<file path="src/sv/fatsn_pkg.sv">
package fatsn_pkg;

   localparam int NAME_LEN = 11;
   localparam int EXT_POS = 8;
   localparam int CSR_BITS = 12;
   localparam int POS_BITS = 4;

   localparam logic [7:0] CHAR_SPACE = 8'h20;
   localparam logic [7:0] CHAR_DOT = 8'h2e;
   localparam logic [7:0] CHAR_LOWER_A = 8'h61;
   localparam logic [7:0] CHAR_LOWER_Z = 8'h7a;
   localparam logic [7:0] CHAR_NUL = 8'h00;
   localparam logic [7:0] DIR_VOL_MASK = 8'h18;
   localparam logic [CSR_BITS-1:0] MAX_ENTRIES_RESET = 12'd224;

   localparam logic [1:0] FUNC_BEGIN = 2'd0;
   localparam logic [1:0] FUNC_NAME_CHAR = 2'd1;
   localparam logic [1:0] FUNC_ENTRY = 2'd2;

   typedef enum logic [1:0] {
      STATUS_NONE = 2'd0,
      STATUS_FOUND = 2'd1,
      STATUS_NOT_FOUND = 2'd2
   } status_type;

   typedef struct packed {
      logic [1:0]  func;
      logic [7:0]  name_char;
      logic [63:0] entry_name_lo;
      logic [23:0] entry_name_hi;
      logic [7:0]  entry_type;
   } item_type;

endpackage

</file>
<file path="src/sv/fat_short_name_directory_match.sv">
// FAT 8.3 short-name directory search.
// req channel: one item per transfer. req_func selects begin (clear the name
// buffer and search state), name character (req_name_char) or directory entry
// (req_entry_name_lo/hi, req_entry_type). Every item gives exactly one rsp
// transfer: rsp_status is none, found or not found, rsp_match_index is the
// entry index on found and zero otherwise.
// csr channel: writes max_entries, the number of entries searched before the
// search gives up; write it only while no item is in flight.
// An item is held in the input register; the search step writes its result into
// the output register once that is empty or being taken. Throughput is one item
// per cycle while rsp_ready stays high, set by the single register-to-register
// compare of all 11 name bytes.
// A stalled rsp side keeps its result; one more item waits in the input
// register, after which req_ready drops until the rsp transfer.
// Reset (synchronous) empties both registers, clears the name to spaces and
// sets max_entries to 224.
module fat_short_name_directory_match #(
   parameter int INDEX_BITS = 12
) (
   input  logic                           clock,
   input  logic                           reset,
   input  logic                           req_valid,
   output logic                           req_ready,
   input  logic [1:0]                     req_func,
   input  logic [7:0]                     req_name_char,
   input  logic [63:0]                    req_entry_name_lo,
   input  logic [23:0]                    req_entry_name_hi,
   input  logic [7:0]                     req_entry_type,
   output logic                           rsp_valid,
   input  logic                           rsp_ready,
   output logic [1:0]                     rsp_status,
   output logic [INDEX_BITS-1:0]          rsp_match_index,
   input  logic                           csr_valid,
   output logic                           csr_ready,
   input  logic [fatsn_pkg::CSR_BITS-1:0] csr_max_entries
);
   import fatsn_pkg::*;

   item_type              req_item_ff;
   logic                  req_full_ff;
   logic                  rsp_valid_ff;
   status_type            rsp_status_ff;
   logic [INDEX_BITS-1:0] rsp_match_index_ff;
   logic [CSR_BITS-1:0]   max_entries_ff;

   logic                  advance;
   status_type            step_status;
   logic [INDEX_BITS-1:0] step_index;

   assign advance   = req_full_ff && (!rsp_valid_ff || rsp_ready);
   assign req_ready = !req_full_ff || advance;
   assign csr_ready = 1'b1;

   fatsn_search #(
      .INDEX_BITS (INDEX_BITS)
   ) u_search (
      .clock       (clock),
      .reset       (reset),
      .step        (advance),
      .item        (req_item_ff),
      .max_entries (max_entries_ff),
      .status      (step_status),
      .match_index (step_index)
   );

   always_ff @(posedge clock) begin
      if (reset) begin
         req_full_ff    <= 1'b0;
         rsp_valid_ff   <= 1'b0;
         max_entries_ff <= MAX_ENTRIES_RESET;
      end else begin
         if (req_valid && req_ready) begin
            req_full_ff <= 1'b1;
         end else if (advance) begin
            req_full_ff <= 1'b0;
         end
         if (advance) begin
            rsp_valid_ff <= 1'b1;
         end else if (rsp_ready) begin
            rsp_valid_ff <= 1'b0;
         end
         if (csr_valid && csr_ready) begin
            max_entries_ff <= csr_max_entries;
         end
      end
   end

   always_ff @(posedge clock) begin
      if (req_valid && req_ready) begin
         req_item_ff.func          <= req_func;
         req_item_ff.name_char     <= req_name_char;
         req_item_ff.entry_name_lo <= req_entry_name_lo;
         req_item_ff.entry_name_hi <= req_entry_name_hi;
         req_item_ff.entry_type    <= req_entry_type;
      end
      if (advance) begin
         rsp_status_ff      <= step_status;
         rsp_match_index_ff <= step_index;
      end
   end

   assign rsp_valid       = rsp_valid_ff;
   assign rsp_status      = rsp_status_ff;
   assign rsp_match_index = rsp_match_index_ff;

   advance_gives_result: assert property (@(posedge clock) disable iff (reset)
      advance |=> rsp_valid)
      else $error("processed item left no result");

   empty_input_takes_transfer: assert property (@(posedge clock) disable iff (reset)
      !req_full_ff |-> req_ready)
      else $error("input register empty but not ready");

   index_zero_unless_found: assert property (@(posedge clock) disable iff (reset)
      rsp_valid && rsp_status != STATUS_FOUND |-> rsp_match_index == '0)
      else $error("index given without a match");

   status_code_legal: assert property (@(posedge clock) disable iff (reset)
      rsp_valid |-> rsp_status == STATUS_NONE || rsp_status == STATUS_FOUND ||
                    rsp_status == STATUS_NOT_FOUND)
      else $error("undefined status code");

endmodule

</file>
<file path="src/sv/fatsn_search.sv">
module fatsn_search #(
   parameter int INDEX_BITS = 12
) (
   input  logic                           clock,
   input  logic                           reset,
   input  logic                           step,
   input  fatsn_pkg::item_type            item,
   input  logic [fatsn_pkg::CSR_BITS-1:0] max_entries,
   output fatsn_pkg::status_type          status,
   output logic [INDEX_BITS-1:0]          match_index
);
   import fatsn_pkg::*;

   localparam int CMP_BITS = (INDEX_BITS > CSR_BITS) ? INDEX_BITS : CSR_BITS;

   logic [7:0]            short_name_ff [NAME_LEN];
   logic [7:0]            short_name_in [NAME_LEN];
   logic [POS_BITS-1:0]   name_position_ff, name_position_in;
   logic                  name_overflow_ff, name_overflow_in;
   logic [INDEX_BITS-1:0] entry_counter_ff, entry_counter_in;
   logic                  search_done_ff, search_done_in;

   logic [87:0]           entry_bytes;
   logic                  name_equal;
   logic                  give_up;
   logic [7:0]            upper_char;
   logic [CMP_BITS-1:0]   counter_ext, limit_ext;

   assign entry_bytes = {item.entry_name_hi, item.entry_name_lo};
   assign counter_ext = CMP_BITS'(entry_counter_ff);
   assign limit_ext   = CMP_BITS'(max_entries);

   always_comb begin
      name_equal = 1'b1;
      for (int k = 0; k < NAME_LEN; k++) begin
         if (entry_bytes[8*k +: 8] != short_name_ff[k]) begin
            name_equal = 1'b0;
         end
      end
   end

   // limit is checked ahead of the end-of-directory marker
   assign give_up = name_overflow_ff || (counter_ext >= limit_ext) ||
                    (&entry_counter_ff) || (item.entry_name_lo[7:0] == CHAR_NUL);

   always_comb begin
      if (item.name_char inside {[CHAR_LOWER_A:CHAR_LOWER_Z]}) begin
         upper_char = item.name_char - CHAR_SPACE;
      end else begin
         upper_char = item.name_char;
      end
   end

   always_comb begin
      short_name_in    = short_name_ff;
      name_position_in = name_position_ff;
      name_overflow_in = name_overflow_ff;
      entry_counter_in = entry_counter_ff;
      search_done_in   = search_done_ff;
      status           = STATUS_NONE;
      match_index      = '0;
      case (item.func)
         FUNC_BEGIN: begin
            for (int k = 0; k < NAME_LEN; k++) begin
               short_name_in[k] = CHAR_SPACE;
            end
            name_position_in = '0;
            name_overflow_in = 1'b0;
            entry_counter_in = '0;
            search_done_in   = 1'b0;
         end
         FUNC_NAME_CHAR: begin
            if (item.name_char == CHAR_NUL) begin
               // nul bytes are dropped
            end else if (name_position_ff >= POS_BITS'(NAME_LEN)) begin
               name_overflow_in = 1'b1;
            end else if (item.name_char == CHAR_DOT &&
                         name_position_ff <= POS_BITS'(EXT_POS)) begin
               name_position_in = POS_BITS'(EXT_POS);
            end else begin
               for (int k = 0; k < NAME_LEN; k++) begin
                  if (name_position_ff == POS_BITS'(k)) begin
                     short_name_in[k] = upper_char;
                  end
               end
               name_position_in = name_position_ff + 1'b1;
            end
         end
         FUNC_ENTRY: begin
            if (!search_done_ff) begin
               if (give_up) begin
                  search_done_in = 1'b1;
                  status         = STATUS_NOT_FOUND;
               end else if ((item.entry_type & DIR_VOL_MASK) == 8'h00 && name_equal) begin
                  search_done_in = 1'b1;
                  status         = STATUS_FOUND;
                  match_index    = entry_counter_ff;
               end else begin
                  entry_counter_in = entry_counter_ff + 1'b1;
               end
            end
         end
         default: begin
         end
      endcase
   end

   always_ff @(posedge clock) begin
      if (reset) begin
         for (int k = 0; k < NAME_LEN; k++) begin
            short_name_ff[k] <= CHAR_SPACE;
         end
         name_position_ff <= '0;
         name_overflow_ff <= 1'b0;
         entry_counter_ff <= '0;
         search_done_ff   <= 1'b0;
      end else if (step) begin
         short_name_ff    <= short_name_in;
         name_position_ff <= name_position_in;
         name_overflow_ff <= name_overflow_in;
         entry_counter_ff <= entry_counter_in;
         search_done_ff   <= search_done_in;
      end
   end

   position_in_range: assert property (@(posedge clock) disable iff (reset)
      name_position_ff <= POS_BITS'(NAME_LEN))
      else $error("name position beyond buffer");

   done_holds_without_begin: assert property (@(posedge clock) disable iff (reset)
      search_done_ff && !(step && item.func == FUNC_BEGIN) |=> search_done_ff)
      else $error("search decision dropped without begin");

   decision_only_once: assert property (@(posedge clock) disable iff (reset)
      search_done_ff |-> status == STATUS_NONE)
      else $error("second decision after search ended");

endmodule

</file>
<file path="config.mk">
export PLATFORM = sky130hd
export DESIGN_NAME = fat_short_name_directory_match
export DESIGN_NICKNAME = d
export VERILOG_FILES = /design/src/sv/fatsn_pkg.sv /design/src/sv/fat_short_name_directory_match.sv /design/src/sv/fatsn_search.sv
export SDC_FILE = /design/constraint.sdc
export NUM_CORES = 1
export LEC_CHECK = 0
export ABC_AREA = 1
export BUFFER_PORTS_ARGS = -buffer_cell sky130_fd_sc_hd__buf_2
export CAP_MARGIN = 40
export CORE_MARGIN = 2
export CORE_UTILIZATION = 35
export DETAILED_ROUTE_END_ITERATION = 12
export PLACE_DENSITY = 0.54
export SLEW_MARGIN = 20
export SYNTH_ARGS = -nofsm -noshare
export SYNTH_HDL_FRONTEND = slang
export SYNTH_HIERARCHICAL = 1
export SYNTH_SLANG_ARGS = --single-unit
export TNS_END_PERCENT = 30
</file>
<file path="constraint.sdc">
create_clock -name clock -period 6.5 [get_ports clock]
set_clock_uncertainty 0.15 [all_clocks]
set_input_delay 0.325 -clock clock [delete_from_list [all_inputs] [get_ports clock]]
set_output_delay 0.325 -clock clock [all_outputs]
set_load 0.1 [all_outputs]
</file>
==> flow_metrics.tcl, run 1 <==
set metrics [dict create \
    fin_area_um2 13600 \
    powerDensity_nw_per_um2 270 \
    maxSlewHeadroom_pct 49.5 \
    r2r-start "u_search/name_position_ff[0]" \
    cap_violations 0 \
    post_dp_cell_area_um2 11400 \
    drive_gt1_share_pct 14.7 \
    gp_congestion 0.817 \
    end_kind "flip-flop" \
    drtAntennaViolNets 0 \
    tritoncts "done" \
    critical_path.startpoint "u_search/name_position_ff[0]" \
    synth_area_um2 10400 \
    ctsResizeCount 0 \
    vdd_ir_drop_max_v 0.000207 \
    max_freq_mhz 364 \
    hold_viol_final 0 \
    drt_pass1_iterations 4 \
    worst_slew_pin_slew_ns 0.758 \
    grtUsageTotal_pct 17.7 \
    ys.warnings.count 6 \
    drt_iter0_drc 572 \
    grt-ovfl-total 0 \
    grt_pass1_wl_um 42900 \
    cts-root-buf "clkbuf_16" \
    die_w_um 176 \
    num_antenna_cells 0 \
    rsz0062_at_grt "false" \
    required_ns 6.82 \
    dieHeight_um 176 \
    cts.sinks 234 \
    min_period_ns 2.75 \
    dpl.hpwl_um 19100 \
    arrival_ns 3.08 \
    coreArea_um2 29400 \
    final-setup-viol-count 0 \
    critPathKind "reg2reg" \
    io_buffer_count 132 \
    layout.nets 1636 \
    viasPerCell 4.53 \
    rows 63 \
    clock_latency_ns 0.54 \
    slew_violations 0 \
    period_share_pct 42.3 \
    synth_fp_nets 1382 \
    dieArea_um2 31100 \
    p_total_uw 3670 \
    path_max_fanout 11 \
    grt_max_degree 84 \
    pin_count 140 \
    wl_per_cell_um 14.4 \
    start_util_pct 35.3 \
    hold_start "reset" \
    synth.avg_cell_area_um2 8.37 \
    areaGrowthSynthToFinish_pct 30.6 \
    cp-start-kind "flip-flop" \
    leakagePower_uw 0.00597 \
    drc 0 \
    synthCells 1241 \
    grt_pass1_vias 8302 \
    cts.reportedPaths.clkPinSlew_ns 0.07 \
    status "finished, final reports clean" \
    grt_antenna_before_repair 0 \
    numCtsBuffers 27 \
    htree_levels 1 \
    vias 8636 \
    fin_setup_tns_ns 0 \
    wl_um 27400 \
    hp-class "in2reg" \
    clk_path_buf_depth 3 \
]
[flip-flops by register name, summed over array words and instances, names as in the netlist, 2 cells and up]
register                   cells
max_entries_ff                12
rsp_match_index               12
u_search/counter_ext          12
rsp_status                     2
u_search/short_name_ff        88
req_item_ff                  100
u_search/name_position_ff      4
[worst max-delay path, stage by stage, from the launching register on]
cell,delay [ns]
dfxtp_1,0.41
inv_1,0.11
ha_1,0.21
inv_1,0.07
o21ai_0,0.09
nand3_1,0.15
a21oi_1,0.08
nor2_1,0.20
buf_4,0.23
nand2_1,0.35
inv_1,0.39
o21ai_0,0.12
nor2_1,0.13
[power breakdown]
| part | switching, uW | total (uW) | internal [uW] | leakage (uW) |
|---|---|---|---|---|
| sequential | 45.3 | 1670 | 1620 | 0.00210 |
| clock | 607 | 1650 | 1040 | 0.000467 |
| combinational | 202 | 349 | 147 | 0.00341 |
[worst paths after layout]
kind | to | slack, ns | depth (start not counted)
worst min-delay path | u_search/short_name_ff[30] | 0.02 | 2
worst min register to register | max_entries_ff[5] | 0.31 | 2
worst max register to register | u_search/short_name_ff[15] | 3.75 | 12
worst max-delay path | u_search/short_name_ff[15] | 3.75 | 12
[final cells by class]
class / instances / area (um^2)
well taps: 390 / 488
repair buffers: 259 / 1910
fillers: 2855 / 15800
inverters: 172 / 649
clock inverters: 17 / 270
multi-input cells: 801 / 3720
clock buffers: 33 / 698
flip-flops and latches: 234 / 5830
[cells in the final DEF (no fill, tap or decap), types with 7 or more instances in the layout]
master / instances
clkbuf_16: 27
nand3_1: 35
dlygate4sd3_1: 115
o21ai_0: 109
nand2_1: 244
buf_4: 11
bufinv_16: 7
nor2_1: 247
edfxtp_1: 114
dfxtp_1: 120
a21oi_1: 63
buf_2: 132
nand3_2: 8
nand2_2: 7
o21ai_1: 11
o211ai_1: 7
xor2_1: 14
ha_1: 18
xnor2_1: 11
inv_1: 156
inv_2: 14
[timing repair]
action	4_1_cts	5_1_grt
setup buffers	0	0
hold buffers	115	0
hold endpoints to repair	114	0
[metal layers]
metal | share of wire [%] | wire [um] | track usage [%]
met2 | 48 | 13200 | 30.8
met3 | 5.1 | 1390 | 2.48
met1 | 44 | 12100 | 22.9
met4 | 2.5 | 692 | 4.82
met5 | 0 | 0 | 0
[through the flow]
step	util [%]	hold slack (ns)	std cells	setup slack [ns]
after floorplan	-	0.244	1241	2.19
after global placement	38.7	0.292	1733	3.26
after detailed placement	38.9	0.297	1741	3.78
after CTS	46.1	0.00991	1906	3.75
after global routing	46.1	0.0360	1906	3.52
final	46.1	0.0177	1906	3.75
Power figures use the tool's default switching activity.
==> run 2, diff against run 1 <==
--- a/config.mk
+++ b/config.mk
@@ -11,7 +11,7 @@
 export CORE_MARGIN = 2
 export CORE_UTILIZATION = 35
 export DETAILED_ROUTE_END_ITERATION = 12
-export PLACE_DENSITY = 0.54
+export PLACE_DENSITY = 0.56
 export SLEW_MARGIN = 20
 export SYNTH_ARGS = -nofsm -noshare
 export SYNTH_HDL_FRONTEND = slang
==> constraint.sdc (replaced) <==
create_clock -name clock -period 2.33 [get_ports clock]
set_clock_uncertainty 0.15 [all_clocks]
set_input_delay 0.1165 -clock clock [delete_from_list [all_inputs] [get_ports clock]]
set_output_delay 0.1165 -clock clock [all_outputs]
set_load 0.1 [all_outputs]
==> run 2 against run 1 <==
Against the previous run: register-to-register slack got worse by 3.6 ns; critical path depth decreased by 2; first-iteration DRC count decreased by 9.6%; sequential power increased to 2.8 times the previous value; sequential share of layout area decreased by 2.1 points; utilization increased by 2.7 points; worst setup slack got worse by 3.6 ns; global-route usage increased by 0.31 points; fmax increased by 23%; combinational power increased to 3.2 times the previous value; via count increased by 3.7%; wire length increased by 3.9%; critical path type unchanged; largest cell class unchanged.
==> flow_metrics.tcl, run 2 (synthesis results as in run 1) <==
set metrics [dict create \
    leakagePower_uw 0.00625 \
    r2r_end "u_search/short_name_ff[77]" \
    status "finished, final reports clean" \
    r2r-start "req_item_ff[102]" \
    wl_per_cell_um 14.5 \
    hold_path_end "req_item_ff[56]" \
    numCtsBuffers 27 \
    clock_latency_ns 0.55 \
    cts-root-buf "clkbuf_16" \
    clk_path_buf_depth 3 \
    grt_pass1_wl_um 43900 \
    grt-ovfl-total 0 \
    grt_max_degree 101 \
    drt_iter0_drc 517 \
    end_kind "flip-flop" \
    io_buffer_count 132 \
    path_max_fanout 11 \
    max_flop_register "req_item_ff" \
    min_period_ns 2.23 \
    arrival_ns 2.49 \
    largest_reg_flops 100 \
    top_regs "req_item_ff x100, u_search/short_name_ff x88" \
    worst_r2r_path_depth 10 \
    grt_pass1_vias 8458 \
    slew_violations 0 \
    drt_pass1_iterations 5 \
    rows 63 \
    holdWs_ns 0.123 \
    most-common-layout-cells "243 x nor2_1, 233 x nand2_1, 145 x inv_1, 141 x dlygate4sd3_1, 132 x buf_2" \
    viasPerCell 4.57 \
    cts.reportedPaths.clkPinSlew_ns 0.06 \
    die_w_um 176 \
    required_ns 2.59 \
    gp_congestion 0.841 \
    reg2reg_slack_ns 0.10 \
    tritoncts "done" \
    wl_um 28500 \
    grt_antenna_before_repair 0 \
    min_path_cells 2 \
    critPathKind "reg2reg" \
    grtUsageTotal_pct 18.0 \
    dieArea_um2 31100 \
    drc 0 \
    coreArea_um2 29400 \
    layout.cells.most_common "nor2_1" \
    powerDensity_nw_per_um2 702 \
    cap_violations 0 \
    num_antenna_cells 0 \
    period_share_pct 95.6 \
    final_util_pct 48.8 \
    final-setup-viol-count 0 \
    maxSlewHeadroom_pct 62.6 \
    cts.sinks 234 \
    drive_gt1_share_pct 20.2 \
    p_total_uw 10100 \
    cp-start-kind "flip-flop" \
    areaGrowthSynthToFinish_pct 38.2 \
    drtAntennaViolNets 0 \
    rsz0062_at_grt "true" \
    dieHeight_um 176 \
    dpl.hpwl_um 18900 \
    pin_count 140 \
    hold_start "req_entry_name_lo[24]" \
    vdd_ir_drop_max_v 0.000551 \
    hp-class "in2reg" \
    hold_viol_final 0 \
    max_freq_mhz 449 \
    critical_path.startpoint "req_item_ff[102]" \
    vias 8953 \
    start_util_pct 35.3 \
    worst_slew_pin_slew_ns 0.561 \
    htree_levels 1 \
    layout.nets 1689 \
]
-- run 2: cell types whose count changed in the layout (fill, tap and decap cells not counted), sizes merged --
cell | previous run | this run
buf | 144 | 169
bufinv | 7 | 3
clkbuf | 33 | 36
clkinv | 7 | 6
clkinvlp | 2 | 5
dlygate4sd3 | 115 | 141
inv | 173 | 174
-- run 2: worst max-delay path, cell delays in order (launching register included) --
cell and delay, ns:
edfxtp_1 0.41, or2_1 0.25, nor3_1 0.16, nand3_1 0.14
a21oi_1 0.19, nor2_2 0.07, buf_12 0.15, nand2_2 0.23
inv_2 0.16, nand2_1 0.09, o211ai_1 0.08
-- run 2: power breakdown --
group	switching, uW	internal, uW
sequential	133	4530
clock	1740	2550
combinational	609	513
total	2480	7590
-- run 2: how the worst max path moves through the flow --
stage                            endpoint  slack [ns]
6_report       u_search/short_name_ff[77]        0.10
5_1_grt        u_search/short_name_ff[77]       -0.05
4_1_cts         u_search/short_name_ff[7]        0.03
3_5_place_dp    u_search/short_name_ff[7]        0.06
3_3_place_gp    u_search/short_name_ff[7]        0.08
2_1_floorplan            req_item_ff[100]       -0.77
-- run 2: stage by stage --
step	setup WS, ns	area, um^2	TNS (ns)	instances
2_1_floorplan	-0.765	10400	-86.72	1241
3_3_place_gp	0.0801	11600	0	1759
3_5_place_dp	0.0554	11600	0	1759
4_1_cts	0.0328	14000	0	1950
5_1_grt	-0.0488	14300	-0.776	1959
6_report	0.102	14300	0	1959
-- run 2: area by class of cell --
cell class / instances / area, um^2
inverter: 172 / 662
sequential: 234 / 5860
clock inverter: 16 / 180
tap: 390 / 488
timing repair buffer: 312 / 2450
clock buffer: 34 / 723
fill: 2782 / 15100
multi-input combinational: 801 / 3980
-- run 2: layer usage --
metal / global-route usage (%) / part of all wire [%] / routed length (um)
met5: 0 / 0 / 0
met4: 4.96 / 2.5 / 709
met3: 3.19 / 4.8 / 1350
met2: 32.0 / 49 / 13900
met1: 22.4 / 44 / 12500
-- run 2: repair_timing --
item | CTS | global route
hold buffers | 141 | 0
gates resized for setup | 0 | 78
buffers inserted | 0 | 6
setup endpoints to repair | 0 | 99
endpoints found under the hold margin | 122 | 0
==> run 3, diff against run 2 <==
--- a/config.mk
+++ b/config.mk
@@ -10,8 +10,10 @@
 export CAP_MARGIN = 40
 export CORE_MARGIN = 2
 export CORE_UTILIZATION = 35
+export CTS_CLUSTER_DIAMETER = 50
 export DETAILED_ROUTE_END_ITERATION = 12
-export PLACE_DENSITY = 0.56
+export PLACE_DENSITY = 0.54
+export SETUP_SLACK_MARGIN = 0.1
 export SLEW_MARGIN = 20
 export SYNTH_ARGS = -nofsm -noshare
 export SYNTH_HDL_FRONTEND = slang
==> constraint.sdc (replaced) <==
create_clock -name clock -period 2.5 [get_ports clock]
set_clock_uncertainty 0.15 [all_clocks]
set_input_delay 0.125 -clock clock [delete_from_list [all_inputs] [get_ports clock]]
set_output_delay 0.125 -clock clock [all_outputs]
set_load 0.1 [all_outputs]
==> run 3 against run 2 <==
Against the previous run: utilization decreased by 0.63 points; wire length decreased by 2.0%; power decreased by 4.4%; final cell count decreased by 0.26%; clock power about the same; design area decreased by 1.3%.
==> flow_metrics.tcl, run 3 (synthesis results as in run 1) <==
set metrics [dict create \
    largest_reg_flops 100 \
    status "finished, final reports clean" \
    layout.cells.most_common "nor2_1" \
    use_met2_pct 31.2 \
    final_util_pct 48.2 \
    critPathKind "reg2reg" \
    required_ns 2.78 \
    areaGrowthSynthToFinish_pct 36.4 \
    most-common-layout-cells "245 x nor2_1, 242 x nand2_1, 154 x inv_1, 141 x dlygate4sd3_1, 132 x buf_2" \
    slew_violations 0 \
    p_total_uw 9630 \
    cts.sinks 234 \
    vdd_ir_drop_max_v 0.000503 \
    grt_pass1_wl_um 43700 \
    final-setup-viol-count 0 \
    drtAntennaViolNets 0 \
    grt_max_degree 84 \
    grtUsageTotal_pct 17.9 \
    cp-start-kind "flip-flop" \
    min_period_ns 2.33 \
    dieArea_um2 31100 \
    rows 63 \
    numCtsBuffers 30 \
    dpl.hpwl_um 19000 \
    coreArea_um2 29400 \
    post_dp_cell_area_um2 11600 \
    clock_latency_ns 0.55 \
    num_antenna_cells 0 \
    drt_pass1_iterations 5 \
    clk_path_buf_depth 3 \
    wl_per_cell_um 14.3 \
    max_flop_register "req_item_ff" \
    hold_viol_final 0 \
    gp_congestion 0.831 \
    leakagePower_uw 0.00626 \
    tritoncts "done" \
    viasPerCell 4.48 \
    busiest_layer "met2" \
    drc 0 \
    arrival_ns 2.61 \
    rsz0062_at_grt "true" \
    period_share_pct 93.1 \
    start_util_pct 35.3 \
    layout.nets 1681 \
    die_w_um 176 \
    grt_pass1_vias 8449 \
    grt-ovfl-total 0 \
    hp-class "in2reg" \
    drt_iter0_drc 560 \
    pin_count 140 \
    wl_um 27900 \
    fin_area_um2 14200 \
    cts.reportedPaths.clkPinSlew_ns 0.06 \
    grt_util_met1_pct 23.3 \
    max_freq_mhz 430 \
    dieHeight_um 176 \
    grt_antenna_before_repair 0 \
    vias 8761 \
    top_regs "req_item_ff x100, u_search/short_name_ff x88" \
    drive_gt1_share_pct 17.3 \
    use_met3_pct 2.50 \
    cts-root-buf "clkbuf_16" \
    holdWs_ns 0.128 \
    path_max_fanout 12 \
    io_buffer_count 132 \
    htree_levels 1 \
    cap_violations 0 \
    powerDensity_nw_per_um2 680 \
    end_kind "flip-flop" \
]
-- run 3: path summary, 6_finish.rpt --
kind | start | to | slack [ns] | cells past startpoint
worst max-delay path | u_search/counter_ext[1] | u_search/counter_ext[11] | 0.17 | 11
worst min-delay path | req_entry_name_lo[39] | req_item_ff[71] | 0.13 | 2
worst max register to register | u_search/counter_ext[1] | u_search/counter_ext[11] | 0.17 | 11
worst min register to register | u_search/short_name_ff[9] | u_search/short_name_ff[9] | 0.32 | 2
-- run 3: cell type report --
class	count	area, um^2
Fill cell	2794	15200
Sequential cell	234	5840
Multi-Input combinational cell	801	3780
Timing Repair Buffer	301	2370
Clock buffer	42	900
Inverter	172	659
Tap cell	390	488
Clock inverter	14	119
-- run 3: routing by layer --
layer	share of wire, %	wire (um)
met3	4.1	1140
met4	2.4	677
met5	0	0
met1	45	12500
met2	49	13600
-- run 3: worst max-delay path, cell delays in order (launching register included) --
cell and delay [ns]:
dfxtp_2 0.40, ha_1 0.21, nand3_1 0.11, nor2_1 0.20
nand3_2 0.14, nor2_2 0.17, nand2_1 0.12, nand4_1 0.16
nand2_2 0.14, clkbuf_16 0.21, a21oi_1 0.15, nor2_1 0.06
-- run 3: per-stage QoR --
step	setup slack, ns	instances	setup TNS [ns]
CTS	0.206	1949	0
floorplan	-0.595	1241	-60.04
global route	0.0517	1954	0
detailed placement	0.233	1752	0
finish	0.173	1954	0
global placement	0.233	1752	0
-- run 3: power breakdown --
part	switching, uW	internal (uW)
registers	117	4220
logic	548	446
clock network	1670	2630
-- run 3: repair_timing --
action                     4_1_cts  5_1_grt
hold buffers                   141        0
setup endpoints to repair        0       49
setup buffers                    0        3
resized for setup                0       25
hold endpoints to repair       122        0
